## config.mk

```make
export PLATFORM = sky130hd
export DESIGN_NAME = ymodem_frame_receiver_crc16
export DESIGN_NICKNAME = d
export VERILOG_FILES = /design/src/hdl/ymfr_pkg.sv /design/src/hdl/ymodem_frame_receiver_crc16.sv /design/src/hdl/ymfr_crc16.sv /design/src/hdl/ymfr_deframer.sv
export SDC_FILE = /design/constraint.sdc
export NUM_CORES = 1
export LEC_CHECK = 0
export BUFFER_PORTS_ARGS = -buffer_cell sky130_fd_sc_hd__buf_2
export CAP_MARGIN = 20
export CORE_AREA = 8 8 127 129
export CTS_CLUSTER_DIAMETER = 30
export DETAILED_ROUTE_END_ITERATION = 10
export DIE_AREA = 0 0 135 137
export PLACE_DENSITY = 0.58
export RECOVER_POWER = 100
export REMOVE_ABC_BUFFERS = 1
export SLEW_MARGIN = 30
export SYNTH_ARGS = -nofsm -noshare
export SYNTH_HDL_FRONTEND = slang
export SYNTH_SLANG_ARGS = --single-unit
```

## constraint.sdc

```tcl
create_clock -name clock -period 5.6 [get_ports clock]
set_clock_uncertainty 0.1 [all_clocks]
set_input_delay 0.56 -clock clock [delete_from_list [all_inputs] [get_ports clock]]
set_output_delay 0.56 -clock clock [all_outputs]
set_load 0.005 [all_outputs]
```

## src/hdl/ymfr_pkg.sv

```systemverilog
package ymfr_pkg;

   // Frame start and end markers
   localparam logic [7:0] BYTE_SOH = 8'h01;
   localparam logic [7:0] BYTE_STX = 8'h02;
   localparam logic [7:0] BYTE_EOT = 8'h04;

   // CRC-16/XMODEM
   localparam logic [15:0] CRC_POLY = 16'h1021;
   localparam logic [15:0] CRC_INIT = 16'h0000;

   // Last payload index of a short (128) and a long (1024) frame
   localparam logic [9:0] SHORT_LAST = 10'd127;
   localparam logic [9:0] LONG_LAST  = 10'd1023;

   typedef enum logic [2:0] {
      PH_HUNT   = 3'd0,
      PH_SEQ    = 3'd1,
      PH_INV    = 3'd2,
      PH_DATA   = 3'd3,
      PH_CRC_HI = 3'd4,
      PH_CRC_LO = 3'd5
   } phase_type;

   typedef enum logic [1:0] {
      KIND_DATA = 2'd0,
      KIND_GOOD = 2'd1,
      KIND_BAD  = 2'd2,
      KIND_EOT  = 2'd3
   } kind_type;

   // One result word as produced by the deframer
   typedef struct packed {
      logic       emit;
      kind_type   kind;
      logic [7:0] data_byte;
      logic [9:0] byte_index;
      logic [7:0] block_number;
      logic [7:0] block_complement;
      logic       long_frame;
   } result_type;

endpackage

```

## src/hdl/ymodem_frame_receiver_crc16.sv

```systemverilog
// YMODEM frame receiver with CRC-16/XMODEM check.
// Input channel (req_): one received serial byte per word on req_rx_byte,
// taken at a rising edge with req_valid high and req_stall low.
// Result channel (rsp_): payload bytes tagged with index, block number,
// complement and frame length; a good/bad CRC verdict after the last CRC
// byte; an end-of-transmission marker for EOT seen while hunting.
// Header bytes, the first CRC byte and bytes skipped while hunting give
// no result word.
// A byte accepted into the input register is processed from there into
// the result register, which drives the rsp_ ports. Throughput: one byte
// per cycle unless rsp_stall holds a waiting result; the CRC byte update
// and the phase machine both complete in the single processing stage.
// Reset (synchronous, active high) empties the input and result registers
// and returns the phase machine to hunting for a frame start.
// While rsp_stall holds a waiting result, processing stops for every byte,
// and req_stall rises as soon as a byte is held in the input register.
module ymodem_frame_receiver_crc16
   import ymfr_pkg::*;
(
   input  logic       clock,
   input  logic       reset,
   input  logic       req_valid,
   output logic       req_stall,
   input  logic [7:0] req_rx_byte,
   output logic       rsp_valid,
   input  logic       rsp_stall,
   output logic [1:0] rsp_result_kind,
   output logic [7:0] rsp_data_byte,
   output logic [9:0] rsp_byte_index,
   output logic [7:0] rsp_block_number,
   output logic [7:0] rsp_block_complement,
   output logic       rsp_long_frame
);

   logic        in_valid_ff;
   logic [7:0]  in_byte_ff;
   logic        out_free;
   logic        step;
   result_type  result;
   logic        rsp_valid_ff, rsp_valid_in;
   logic [1:0]  kind_ff;
   logic [7:0]  data_ff;
   logic [9:0]  index_ff;
   logic [7:0]  num_ff;
   logic [7:0]  inv_ff;
   logic        long_ff;

   // Result register can take a word when empty or draining
   assign out_free  = !rsp_valid_ff || !rsp_stall;
   assign step      = in_valid_ff && out_free;
   assign req_stall = in_valid_ff && !out_free;

   // Hold the incoming byte
   always_ff @(posedge clock) begin
      if (reset) begin
         in_valid_ff <= 1'b0;
      end else if (!req_stall) begin
         in_valid_ff <= req_valid;
      end
   end

   always_ff @(posedge clock) begin
      if (req_valid && !req_stall) begin
         in_byte_ff <= req_rx_byte;
      end
   end

   ymfr_deframer u_deframer (
      .clock   (clock),
      .reset   (reset),
      .step    (step),
      .rx_byte (in_byte_ff),
      .result  (result)
   );

   // Load or drain the result register
   always_comb begin
      rsp_valid_in = rsp_valid_ff;
      if (out_free) begin
         rsp_valid_in = step && result.emit;
      end
   end

   always_ff @(posedge clock) begin
      if (reset) begin
         rsp_valid_ff <= 1'b0;
      end else begin
         rsp_valid_ff <= rsp_valid_in;
      end
   end

   always_ff @(posedge clock) begin
      if (step && result.emit) begin
         kind_ff  <= result.kind;
         data_ff  <= result.data_byte;
         index_ff <= result.byte_index;
         num_ff   <= result.block_number;
         inv_ff   <= result.block_complement;
         long_ff  <= result.long_frame;
      end
   end

   assign rsp_valid            = rsp_valid_ff;
   assign rsp_result_kind      = kind_ff;
   assign rsp_data_byte        = data_ff;
   assign rsp_byte_index       = index_ff;
   assign rsp_block_number     = num_ff;
   assign rsp_block_complement = inv_ff;
   assign rsp_long_frame       = long_ff;

endmodule

```

## src/hdl/ymfr_crc16.sv

```systemverilog
module ymfr_crc16
   import ymfr_pkg::*;
(
   input  logic [15:0] crc_cur,
   input  logic [7:0]  data_byte,
   output logic [15:0] crc_next
);

   // Fold one byte into the CRC, MSB first
   always_comb begin
      logic [15:0] acc;
      acc = crc_cur ^ {data_byte, 8'h00};
      for (int k = 0; k < 8; k++) begin
         if (acc[15]) begin
            acc = {acc[14:0], 1'b0} ^ CRC_POLY;
         end else begin
            acc = {acc[14:0], 1'b0};
         end
      end
      crc_next = acc;
   end

endmodule

```

## src/hdl/ymfr_deframer.sv

```systemverilog
module ymfr_deframer
   import ymfr_pkg::*;
(
   input  logic        clock,
   input  logic        reset,
   input  logic        step,
   input  logic [7:0]  rx_byte,
   output result_type  result
);

   phase_type   phase_ff, phase_in;
   logic        long_ff, long_in;
   logic [9:0]  count_ff, count_in;
   logic [15:0] crc_ff, crc_in;
   logic [7:0]  seq_ff, seq_in;
   logic [7:0]  inv_ff, inv_in;
   logic [7:0]  crc_hi_ff, crc_hi_in;
   logic [15:0] crc_upd;
   logic        last_data;
   logic        frame_start;

   ymfr_crc16 u_crc (
      .crc_cur   (crc_ff),
      .data_byte (rx_byte),
      .crc_next  (crc_upd)
   );

   assign last_data   = long_ff ? (count_ff == LONG_LAST) : (count_ff == SHORT_LAST);
   assign frame_start = (rx_byte == BYTE_SOH) || (rx_byte == BYTE_STX);

   // Next phase
   always_comb begin
      phase_in = phase_ff;
      if (step) begin
         case (phase_ff)
            PH_SEQ:    phase_in = PH_INV;
            PH_INV:    phase_in = PH_DATA;
            PH_DATA:   phase_in = last_data ? PH_CRC_HI : PH_DATA;
            PH_CRC_HI: phase_in = PH_CRC_LO;
            PH_CRC_LO: phase_in = PH_HUNT;
            default:   phase_in = frame_start ? PH_SEQ : PH_HUNT;
         endcase
      end
   end

   // Frame context and result word
   always_comb begin
      long_in   = long_ff;
      count_in  = count_ff;
      crc_in    = crc_ff;
      seq_in    = seq_ff;
      inv_in    = inv_ff;
      crc_hi_in = crc_hi_ff;
      result    = '0;
      result.block_number     = seq_ff;
      result.block_complement = inv_ff;
      result.long_frame       = long_ff;
      case (phase_ff)
         PH_SEQ: begin
            seq_in = rx_byte;
         end
         PH_INV: begin
            inv_in = rx_byte;
         end
         PH_DATA: begin
            result.emit       = 1'b1;
            result.kind       = KIND_DATA;
            result.data_byte  = rx_byte;
            result.byte_index = count_ff;
            crc_in            = crc_upd;
            count_in          = count_ff + 10'd1;
         end
         PH_CRC_HI: begin
            crc_hi_in = rx_byte;
         end
         PH_CRC_LO: begin
            result.emit = 1'b1;
            result.kind = ({crc_hi_ff, rx_byte} == crc_ff) ? KIND_GOOD : KIND_BAD;
         end
         default: begin
            result.block_number     = '0;
            result.block_complement = '0;
            result.long_frame       = 1'b0;
            if (rx_byte == BYTE_EOT) begin
               result.emit = 1'b1;
               result.kind = KIND_EOT;
            end
            if (frame_start) begin
               long_in   = (rx_byte == BYTE_STX);
               count_in  = '0;
               crc_in    = CRC_INIT;
               seq_in    = '0;
               inv_in    = '0;
               crc_hi_in = '0;
            end
         end
      endcase
   end

   // Advance state on each processed word
   always_ff @(posedge clock) begin
      if (reset) begin
         phase_ff  <= PH_HUNT;
         long_ff   <= 1'b0;
         count_ff  <= '0;
         crc_ff    <= CRC_INIT;
         seq_ff    <= '0;
         inv_ff    <= '0;
         crc_hi_ff <= '0;
      end else begin
         phase_ff <= phase_in;
         if (step) begin
            long_ff   <= long_in;
            count_ff  <= count_in;
            crc_ff    <= crc_in;
            seq_ff    <= seq_in;
            inv_ff    <= inv_in;
            crc_hi_ff <= crc_hi_in;
         end
      end
   end

endmodule
```

After elaboration in Yosys (flattened, before gate mapping)
Cells that the tools add are included.
{"block": "classes", "mux": 23, "addsub": 1, "bitwise": 14, "n_reduce_logical": 25, "n_eq_ne": 11}
{"operator": "13-bit two-way mux", "n": 8}
{"operator": "8-bit case mux with 2 select lines", "n": 3}
{"operator": "16-bit case mux with 2 select lines", "n": 1}
{"operator": "3-bit NOT", "n": 8}
{"operator": "10-bit case mux with 2 select lines", "n": 1}
{"operator": "16-bit == test", "n": 1}
{"operator": "16-bit two-way mux", "n": 1}
{"operator": "4-bit OR reduction", "n": 4}
{"operator": "16-bit XOR", "n": 1}
{"operator": "3-bit case mux with 5 select lines", "n": 1}
{"operator": "3-bit AND reduction", "n": 5}
{"operator": "10-bit by 1-bit adder with 10-bit output (second input constant)", "n": 1}
{"operator": "10-bit == test (second input constant)", "n": 1}
{"operator": "10-bit by 7-bit == test with 1-bit output (second input constant)", "n": 1}
{"operator": "10-bit two-way mux", "n": 1}
{"operator": "3-bit case mux with 3 select lines", "n": 1}
{"operator": "8-bit by 1-bit == test with 1-bit output (second input constant)", "n": 1}
{"operator": "8-bit by 2-bit == test with 1-bit output (second input constant)", "n": 1}
{"operator": "8-bit by 3-bit == test with 1-bit output (second input constant)", "n": 1}
{"operator": "8-bit two-way mux", "n": 1}
{"operator": "2-bit nonzero test", "n": 4}
{"operator": "3-bit by 2-bit == test with 1-bit output (second input constant)", "n": 2}
{"operator": "3-bit == test (second input constant)", "n": 2}
{"operator": "3-bit two-way mux", "n": 2}
{"operator": "other kinds (9)", "n": 21}
{"block": "word_totals", "output_inout_bits": 39, "register_bits": 101, "input_bits": 12, "word_cells": 90}

Depth between registers and ports, before layout
Gate-level depths: netlist of the first run.
{"block": "logic_depth", "ltp_word": 18, "ltp_mapped": 8, "mapped_depth_nobuf": 5}

Modules after synthesis
From an unflattened synthesis of the first run, not the netlist that was laid out.
{"block": "hier_totals", "hier_cells": 412, "hier_area_um2": 4720.8}
{"module": "ymfr_deframer", "instances": 1, "area_each_um2": 2880.3, "cells_each": 330, "seq_area_each_um2": 1081.0}
{"module": "ymodem_frame_receiver_crc16", "instances": 1, "area_each_um2": 1445.1, "cells_each": 57, "seq_area_each_um2": 1391.3}
{"module": "ymfr_crc16", "instances": 1, "area_each_um2": 395.4, "cells_each": 25, "seq_area_each_um2": 0.0}

Least setup slack after synthesis of the first run
No wires, ideal clock.
{"block": "synth_path", "path_type": "flip-flop to flip-flop", "startpoint": "register in_byte_ff[4]", "endpoint": "register inv_ff[0], in the netlist rsp_block_complement[0] (enable)", "path_buffers": 1, "setup_ps": 444, "stages_incl_launch_ff": 6, "t_arrival_ps": 3778, "synth_period_minus_slack_ps": 4321, "setup_slack_ps": 1279, "t_required_ps": 5056, "cell_sequence": "edfxtp_1 > buf_6 > or4_4 > a211o_4 > or4b_4 > a21oi_1"}
{"block": "synth_between", "elab_chain_len": 4}
{"item": "start, declared", "line_no": "ymodem_frame_receiver_crc16.sv:36", "rtl": "logic [7:0] in_byte_ff;"}
{"item": "start signal, assigned", "line_no": "ymodem_frame_receiver_crc16.sv:64", "rtl": "in_byte_ff <= req_rx_byte;"}
{"item": "8-bit by 3-bit == test with 1-bit output", "line_no": "ymfr_deframer.sv:84", "rtl": "if (rx_byte == BYTE_EOT) begin"}
{"item": "3-bit two-way mux", "line_no": "ymfr_deframer.sv:84"}
{"item": "3-bit case mux with 3 select lines", "line_no": "ymfr_deframer.sv:58", "rtl": "case (phase_ff)"}
{"item": "1-bit logical AND", "line_no": "ymodem_frame_receiver_crc16.sv:93", "rtl": "if (step && result.emit) begin"}
{"item": "end signal, assigned", "line_no": "ymodem_frame_receiver_crc16.sv:98", "rtl": "inv_ff <= result.block_complement;"}
{"item": "end, declared", "line_no": "ymodem_frame_receiver_crc16.sv:45", "rtl": "logic [7:0] inv_ff;"}
No other way between the ends.
A chain may end at the register's enable or synchronous reset.

Worst setup path in the final report of the first run
{"block": "layout_path", "startpoint": "register u_deframer.phase_ff[1]", "endpoint": "register num_ff[2], in the netlist rsp_block_number[2] (enable)"}
{"block": "layout_between", "elab_chain_len": 4, "word_cells_on_any_way": 8, "cone_classes": "eq/ne: 5; mux: 1; reduce/logical: 2"}
{"item": "start, declared", "line_no": "ymfr_deframer.sv:11", "rtl": "phase_type phase_ff, phase_in;"}
{"item": "start signal, assigned", "line_no": "ymfr_deframer.sv:111", "rtl": "phase_ff <= phase_in;"}
{"item": "3-bit by 1-bit == test with 1-bit output, or another cell as far along", "line_no": "ymfr_deframer.sv:58"}
{"item": "3-bit OR reduction (no source line)"}
{"item": "3-bit case mux with 3 select lines *", "line_no": "ymfr_deframer.sv:58"}
{"item": "1-bit logical AND *", "line_no": "ymodem_frame_receiver_crc16.sv:93"}
{"item": "end signal, assigned", "line_no": "ymodem_frame_receiver_crc16.sv:97", "rtl": "num_ff <= result.block_number;"}
{"item": "end, declared", "line_no": "ymodem_frame_receiver_crc16.sv:44", "rtl": "logic [7:0] num_ff;"}
Every way passes the cells marked *; elsewhere a longest branch is shown, timed or not.

==> results of run 1 <==
## sequential cells by signal (all words and copies together), names as in the netlist, 2 cells and up
register,cells
rsp_byte_index,10
rsp_data_byte,8
u_deframer.count_ff,10
u_deframer.inv_ff,8
u_deframer.seq_ff,8
rsp_result_kind,2
in_byte_ff,8
rsp_block_number,8
u_deframer.crc_hi_ff,8
u_deframer.crc_ff,16
u_deframer.phase_ff,3
rsp_block_complement,8
## worst paths after layout
| kind | startpoint | end | slack [ns] | cells past startpoint |
|---|---|---|---|---|
| setup / recovery | u_deframer.phase_ff[1] | rsp_block_number[2] | 1.42 | 5 |
| hold / removal | req_rx_byte[6] | in_byte_ff[6] | 0.28 | 1 |
| setup reg to reg | u_deframer.phase_ff[1] | rsp_block_number[2] | 1.42 | 5 |
| hold reg to reg | u_deframer.inv_ff[0] | u_deframer.inv_ff[0] | 0.38 | 2 |
## cell type report
type | count | area (µm²)
flip-flops and latches | 101 | 2470
inverters | 2 | 7.51
clock inverters | 7 | 96.3
clock buffers | 9 | 225
fillers | 1430 | 9140
multi-input cells | 255 | 1790
well taps | 184 | 230
repair buffers | 52 | 236
## power breakdown
part / switching, mW / leakage [nW] / internal (mW)
Sequential: 0.0279 / 0.879 / 0.780
Combinational: 0.0558 / 0.804 / 0.0355
Clock: 0.280 / 0.150 / 0.393
## cells by family after synthesis
| logic type | share of synthesized area |
|---|---|
| adders and majority gates | 0.00284 |
| buffers and inverters | 0.0287 |
| DFF | 0.561 |
| muxes | 0.00937 |
| and+or+nand+nor | 0.147 |
| AOI/OAI and AO/OA | 0.166 |
| xor gates and xnor gates | 0.0854 |
## layer usage
| layer | GRT usage | vias up |
|---|---|---|
| met5 | 0 | - |
| met4 | 0.0605 | 0 |
| met3 | 0.0349 | 23 |
| met2 | 0.182 | 86 |
| met1 | 0.155 | 1519 |
| li1 | - | 1514 |
## synth_stat cells, drive strengths merged (2+ instances only)
| cell | count |
|---|---|
| a21bo | 2 |
| a21oi | 9 |
| a22o | 29 |
| a22oi | 8 |
| a31oi | 4 |
| and2 | 20 |
| and3 | 20 |
| and3b | 2 |
| and4 | 3 |
| buf | 9 |
| clkbuf | 19 |
| dfxtp | 56 |
| edfxtp | 45 |
| inv | 2 |
| mux2i | 3 |
| nand2 | 16 |
| nand3b | 3 |
| nand4 | 2 |
| nor2 | 13 |
| nor3 | 7 |
| nor4 | 7 |
| o211ai | 5 |
| o21a | 3 |
| o21ai | 18 |
| o2bb2ai | 4 |
| o31ai | 4 |
| o41ai | 2 |
| or3 | 5 |
| or4 | 5 |
| or4b | 2 |
| xnor2 | 19 |
| xor2 | 24 |
## cells in the final DEF (no fill, tap or decap), drive strengths merged, types with 2 or more instances in the layout
cell type   n
a22o       29
nand2      16
o2bb2ai     4
dfxtp      56
nor4        7
xor2       24
o211ai      5
clkbuf     48
a21oi       9
bufinv      2
and2       20
or4b        2
inv         4
or3         5
o31ai       4
xnor2      19
a21bo       2
nand4       2
o21a        3
clkinvlp    2
buf        13
or4         5
nor2       13
a22oi       8
o21ai      18
mux2i       3
a31oi       4
nor3        7
o41ai       2
and4        3
and3       20
and3b       2
nand3b      3
edfxtp     45
## stage by stage
step	hold WS (ns)	cells	worst slack (ns)
4_1_cts	0.260	610	2.20
5_1_grt	0.256	610	1.03
6_report	0.280	610	1.42
3_5_place_dp	0.353	594	2.24
2_1_floorplan	0.334	358	1.27
3_3_place_gp	0.354	593	2.11
==> reports/results.txt, run 1 <==
Detailed Route Iter0 Violations: 144
CTS resizes: 0
crit-path leading delay family: compound AO/OA/AOI/OAI gates
critical path required time: 5.56 ns
DRT met1 WL: 5200 µm
vias per cell: 5.15
worst vdd ir: 0.171 mV
CTS tree: built
number of global-route vias before repair: 3123
status: complete, but fails checks
setup bufs post-CTS: 0
Primary FF master, synth: dfxtp_1
Post-synth ARST share: 0
number of diodes: 0
failing checks: max-capacitance violations, max-slew violations
final setup violation count: 0
DR WL met2: 4750 µm
crit path max-delay cell type: a21oi_1
Final Hold Vio Count: 0
register area share after synthesis: 0.561
RSZ-0062 raised after global routing: no
area leader, netlist: edfxtp_1
number of synthesized flops with an enable pin: 45
slowest stage delay, CP: 1.22 ns
Cell Rows: 44
Seq cells post-synth: 101
fin area: 5060 µm²
relative slew slack: -0.0664
Antenna Nets Post-Route: 0
pwr/cell area: 311 nW/µm²
Clk Latency, worst-skew pair: 0.35 ns
syn_area_per_cell: 11.4 µm²
port bufs: 50
max-slew violation count: 14
CP bufs+invs: 1
Placed Area: 4820 µm²
area share of the largest cell type after synthesis: 0.307
routed wire length: 10700 µm
via count: 3142
WP data arrival: 4.14 ns
Initial Util: 0.310
Clock Path Buffers: 2
Final TNS setup: 0 ns
CTS Sinks: 101
min Tclk post-route: 4.18 ns
nets: 434
Final GP Congestion: 0.823
kind of end point of the critical path: flip-flop
total power: 1.57 mW
first-pass GRT wire length: 17100 µm
P_leak: 1.83 nW
met3 wire len: 511 µm
Avg WL per Cell: 17.6 µm
Ports: 51
height of the die: 137 µm
post-DP HPWL: 7500 µm
Crit Path Class: reg -> reg
total track usage: 0.121
DR DRC count: 0
CP cell instances: nand2_1 -> a211o_1 -> or4b_1 -> a21oi_1 -> buf_16
synthesized netlist cell count: 386
Crit Path Max Fanout: 24
CP startpoint kind: flip-flop
area grow syn2layout: 14.8%
CTS Root Cell: clkbuf_16
number of CTS-inserted buffers: 9
initial antenna violation count: 0
largest cells by area after synthesis: edfxtp_1, dfxtp_1, a22o_1
share of cells above drive strength 1: 0.0798
total number of yosys warnings: 0
maxcap violations: 1
Hold Path Class: in -> reg
core area: 14200 µm²
fin util: 0.356
Worst-Margin Slew: 1.60 ns
fmax: 239 MHz
overall die width: 135 µm
Clk pin slew, worst setup/hold paths: 0.07 ns
post-cts hold buffer count: 0
Max Used Layer: met4
die area: 18500 µm²
DRT Pass-1 Iters: 4
H-tree levels: 3
Synth cell types: 54
largest net degree at the start of global routing: 25
GRT overflow: 0
final period utilization: 0.747
Mapped Area: 4410 µm²
(Power assumes the default switching activity.)
==> run 2: changes to the inputs <==
PLACE_DENSITY = 0.6   (was 0.58)
clock period = 3.4 ns   (was 5.6 ns; I/O delays follow)
==> reports/results.txt, run 2 (synthesis results as in run 1) <==
status: completed
kind of end point of the critical path: flip-flop
Hold Path Class: in -> reg
Clock Path Buffers: 2
Crit Path Max Fanout: 37
fin worst setup slack: 0.375 ns
Antenna Nets Post-Route: 0
die area: 18500 µm²
post-cts hold buffer count: 0
total track usage: 0.112
clock power share: 0.405
number of global-route vias before repair: 3014
core area: 14200 µm²
GRT overflow: 0
hold worst-path end: in_byte_ff[0]
CTS resizes: 0
reg-to-reg slack, setup: 0.37 ns
CP cell instances: nand2_1 -> a211o_1 -> or4b_4 -> a21oi_4 -> buf_12
P_leak: 1.85 nW
P_int: 1.92 mW
routed wire length: 10200 µm
vias per cell: 5.05
Final TNS setup: 0 ns
CTS Root Cell: clkbuf_16
most common cell after layout, fill and taps aside: dfxtp_1
Net Switching: 0.577 mW
Worst R2R Path Depth: 5
RSZ-0062 raised after global routing: no
Initial Util: 0.310
min Tclk post-route: 3.03 ns
maxcap violations: 0
first-pass GRT wire length: 16200 µm
via count: 3120
Worst-Margin Slew: 0.922 ns
Hold Startpoint: req_rx_byte[0]
fin area: 5080 µm²
final period utilization: 0.890
area grow syn2layout: 15.3%
Cell Rows: 44
most frequent cells in the layout: dfxtp_1, edfxtp_1, clkbuf_1
Reg power frac: 0.526
pwr/cell area: 492 nW/µm²
H-tree levels: 3
Reg with most FFs: u_deframer.crc_ff
CP bufs+invs: 1
max-slew violation count: 0
relative slew slack: 0.381
Avg WL per Cell: 16.5 µm
CP startpoint kind: flip-flop
Fillers: 1451
DR DRC count: 0
switch share: 0.231
port bufs: 50
cell depth of the worst hold path: 1
nets: 442
final setup violation count: 0
Clk Latency, worst-skew pair: 0.35 ns
Final GP Congestion: 0.842
number of diodes: 0
fmax: 331 MHz
Placed Area: 4870 µm²
Final Hold Vio Count: 0
WP data arrival: 2.97 ns
setup bufs post-CTS: 0
initial antenna violation count: 0
DRT Pass-1 Iters: 4
crit-path leading delay family: simple AND/OR/NAND/NOR gates
Clk pin slew, worst setup/hold paths: 0.06 ns
area of the multi-input gates: 1800 µm²
slowest stage delay, CP: 0.67 ns
number of CTS-inserted buffers: 9
Placement Setup Slack: 0.383 ns
Crit Path Class: reg -> reg
combinational power share: 0.069
Worst R2R End: rsp_block_number[7]
largest net degree at the start of global routing: 38
crit path max-delay cell type: dfxtp_1
critical path required time: 3.34 ns
max reg flops: 16
overall die width: 135 µm
Detailed Route Iter0 Violations: 203
CTS tree: built
register area: 2470 µm²
share of cells above drive strength 1: 0.0922
post-DP HPWL: 7250 µm
Ports: 51
CTS Sinks: 101
worst vdd ir: 0.245 mV
height of the die: 137 µm
Reg2Reg Launch Point: u_deframer.phase_ff[1]
-- run 2: changes by cell type in the layout (fill, tap and decap cells not counted), sizes merged --
cell      delta
buf          +7
bufinv       -1
clkbuf       +3
clkinvlp     -1
-- run 2: worst max path at each step --
stage | startpoint | depth (start not counted) | slack, ns | to
floorplan | in_byte_ff[4] | 4 | -0.93 | rsp_block_complement[0]
global placement | u_deframer.phase_ff[1] | 5 | 0.51 | rsp_block_number[0]
detailed placement | u_deframer.phase_ff[1] | 5 | 0.38 | rsp_block_number[0]
CTS | u_deframer.phase_ff[1] | 5 | 0.38 | rsp_block_number[0]
global route | u_deframer.phase_ff[1] | 5 | 0.17 | rsp_block_number[4]
finish | u_deframer.phase_ff[1] | 5 | 0.37 | rsp_block_number[7]
-- run 2: final cells by class --
class | count | area share
sequential | 101 | 0.486
multi-input combinational | 255 | 0.354
timing repair buffer | 60 | 0.0551
clock buffer | 11 | 0.0458
tap | 184 | 0.0453
clock inverter | 5 | 0.0116
inverter | 2 | 0.00148
-- run 2: per-layer routing --
metal  routed length (µm)  GRT usage  vias to the layer above
met5                    0          0                        -
met4                  105     0.0438                        0
met3                  522     0.0297                        7
met2                 4760      0.175                       83
met1                 4810      0.145                     1498
li1                     -          -                     1532
-- run 2: metrics by stage --
step / std cells / total power, mW / hold WS [ns] / utilization
floorplan: 358 / 1.45 / 0.308 / -
global placement: 602 / 1.51 / 0.353 / 0.343
detailed placement: 602 / 1.52 / 0.352 / 0.343
CTS: 618 / 2.53 / 0.0540 / 0.363
global route: 618 / 2.60 / 0.0492 / 0.358
finish: 618 / 2.50 / 0.0692 / 0.358
-- run 2: power groups by stage --
stage	Combinational (mW)	Sequential (mW)	Clock (mW)
5_1_grt	0.188	1.32	1.10
3_3_place_gp	0.174	1.34	0
3_5_place_dp	0.175	1.34	0
4_1_cts	0.175	1.31	1.04
6_report	0.172	1.31	1.01
2_1_floorplan	0.110	1.34	0
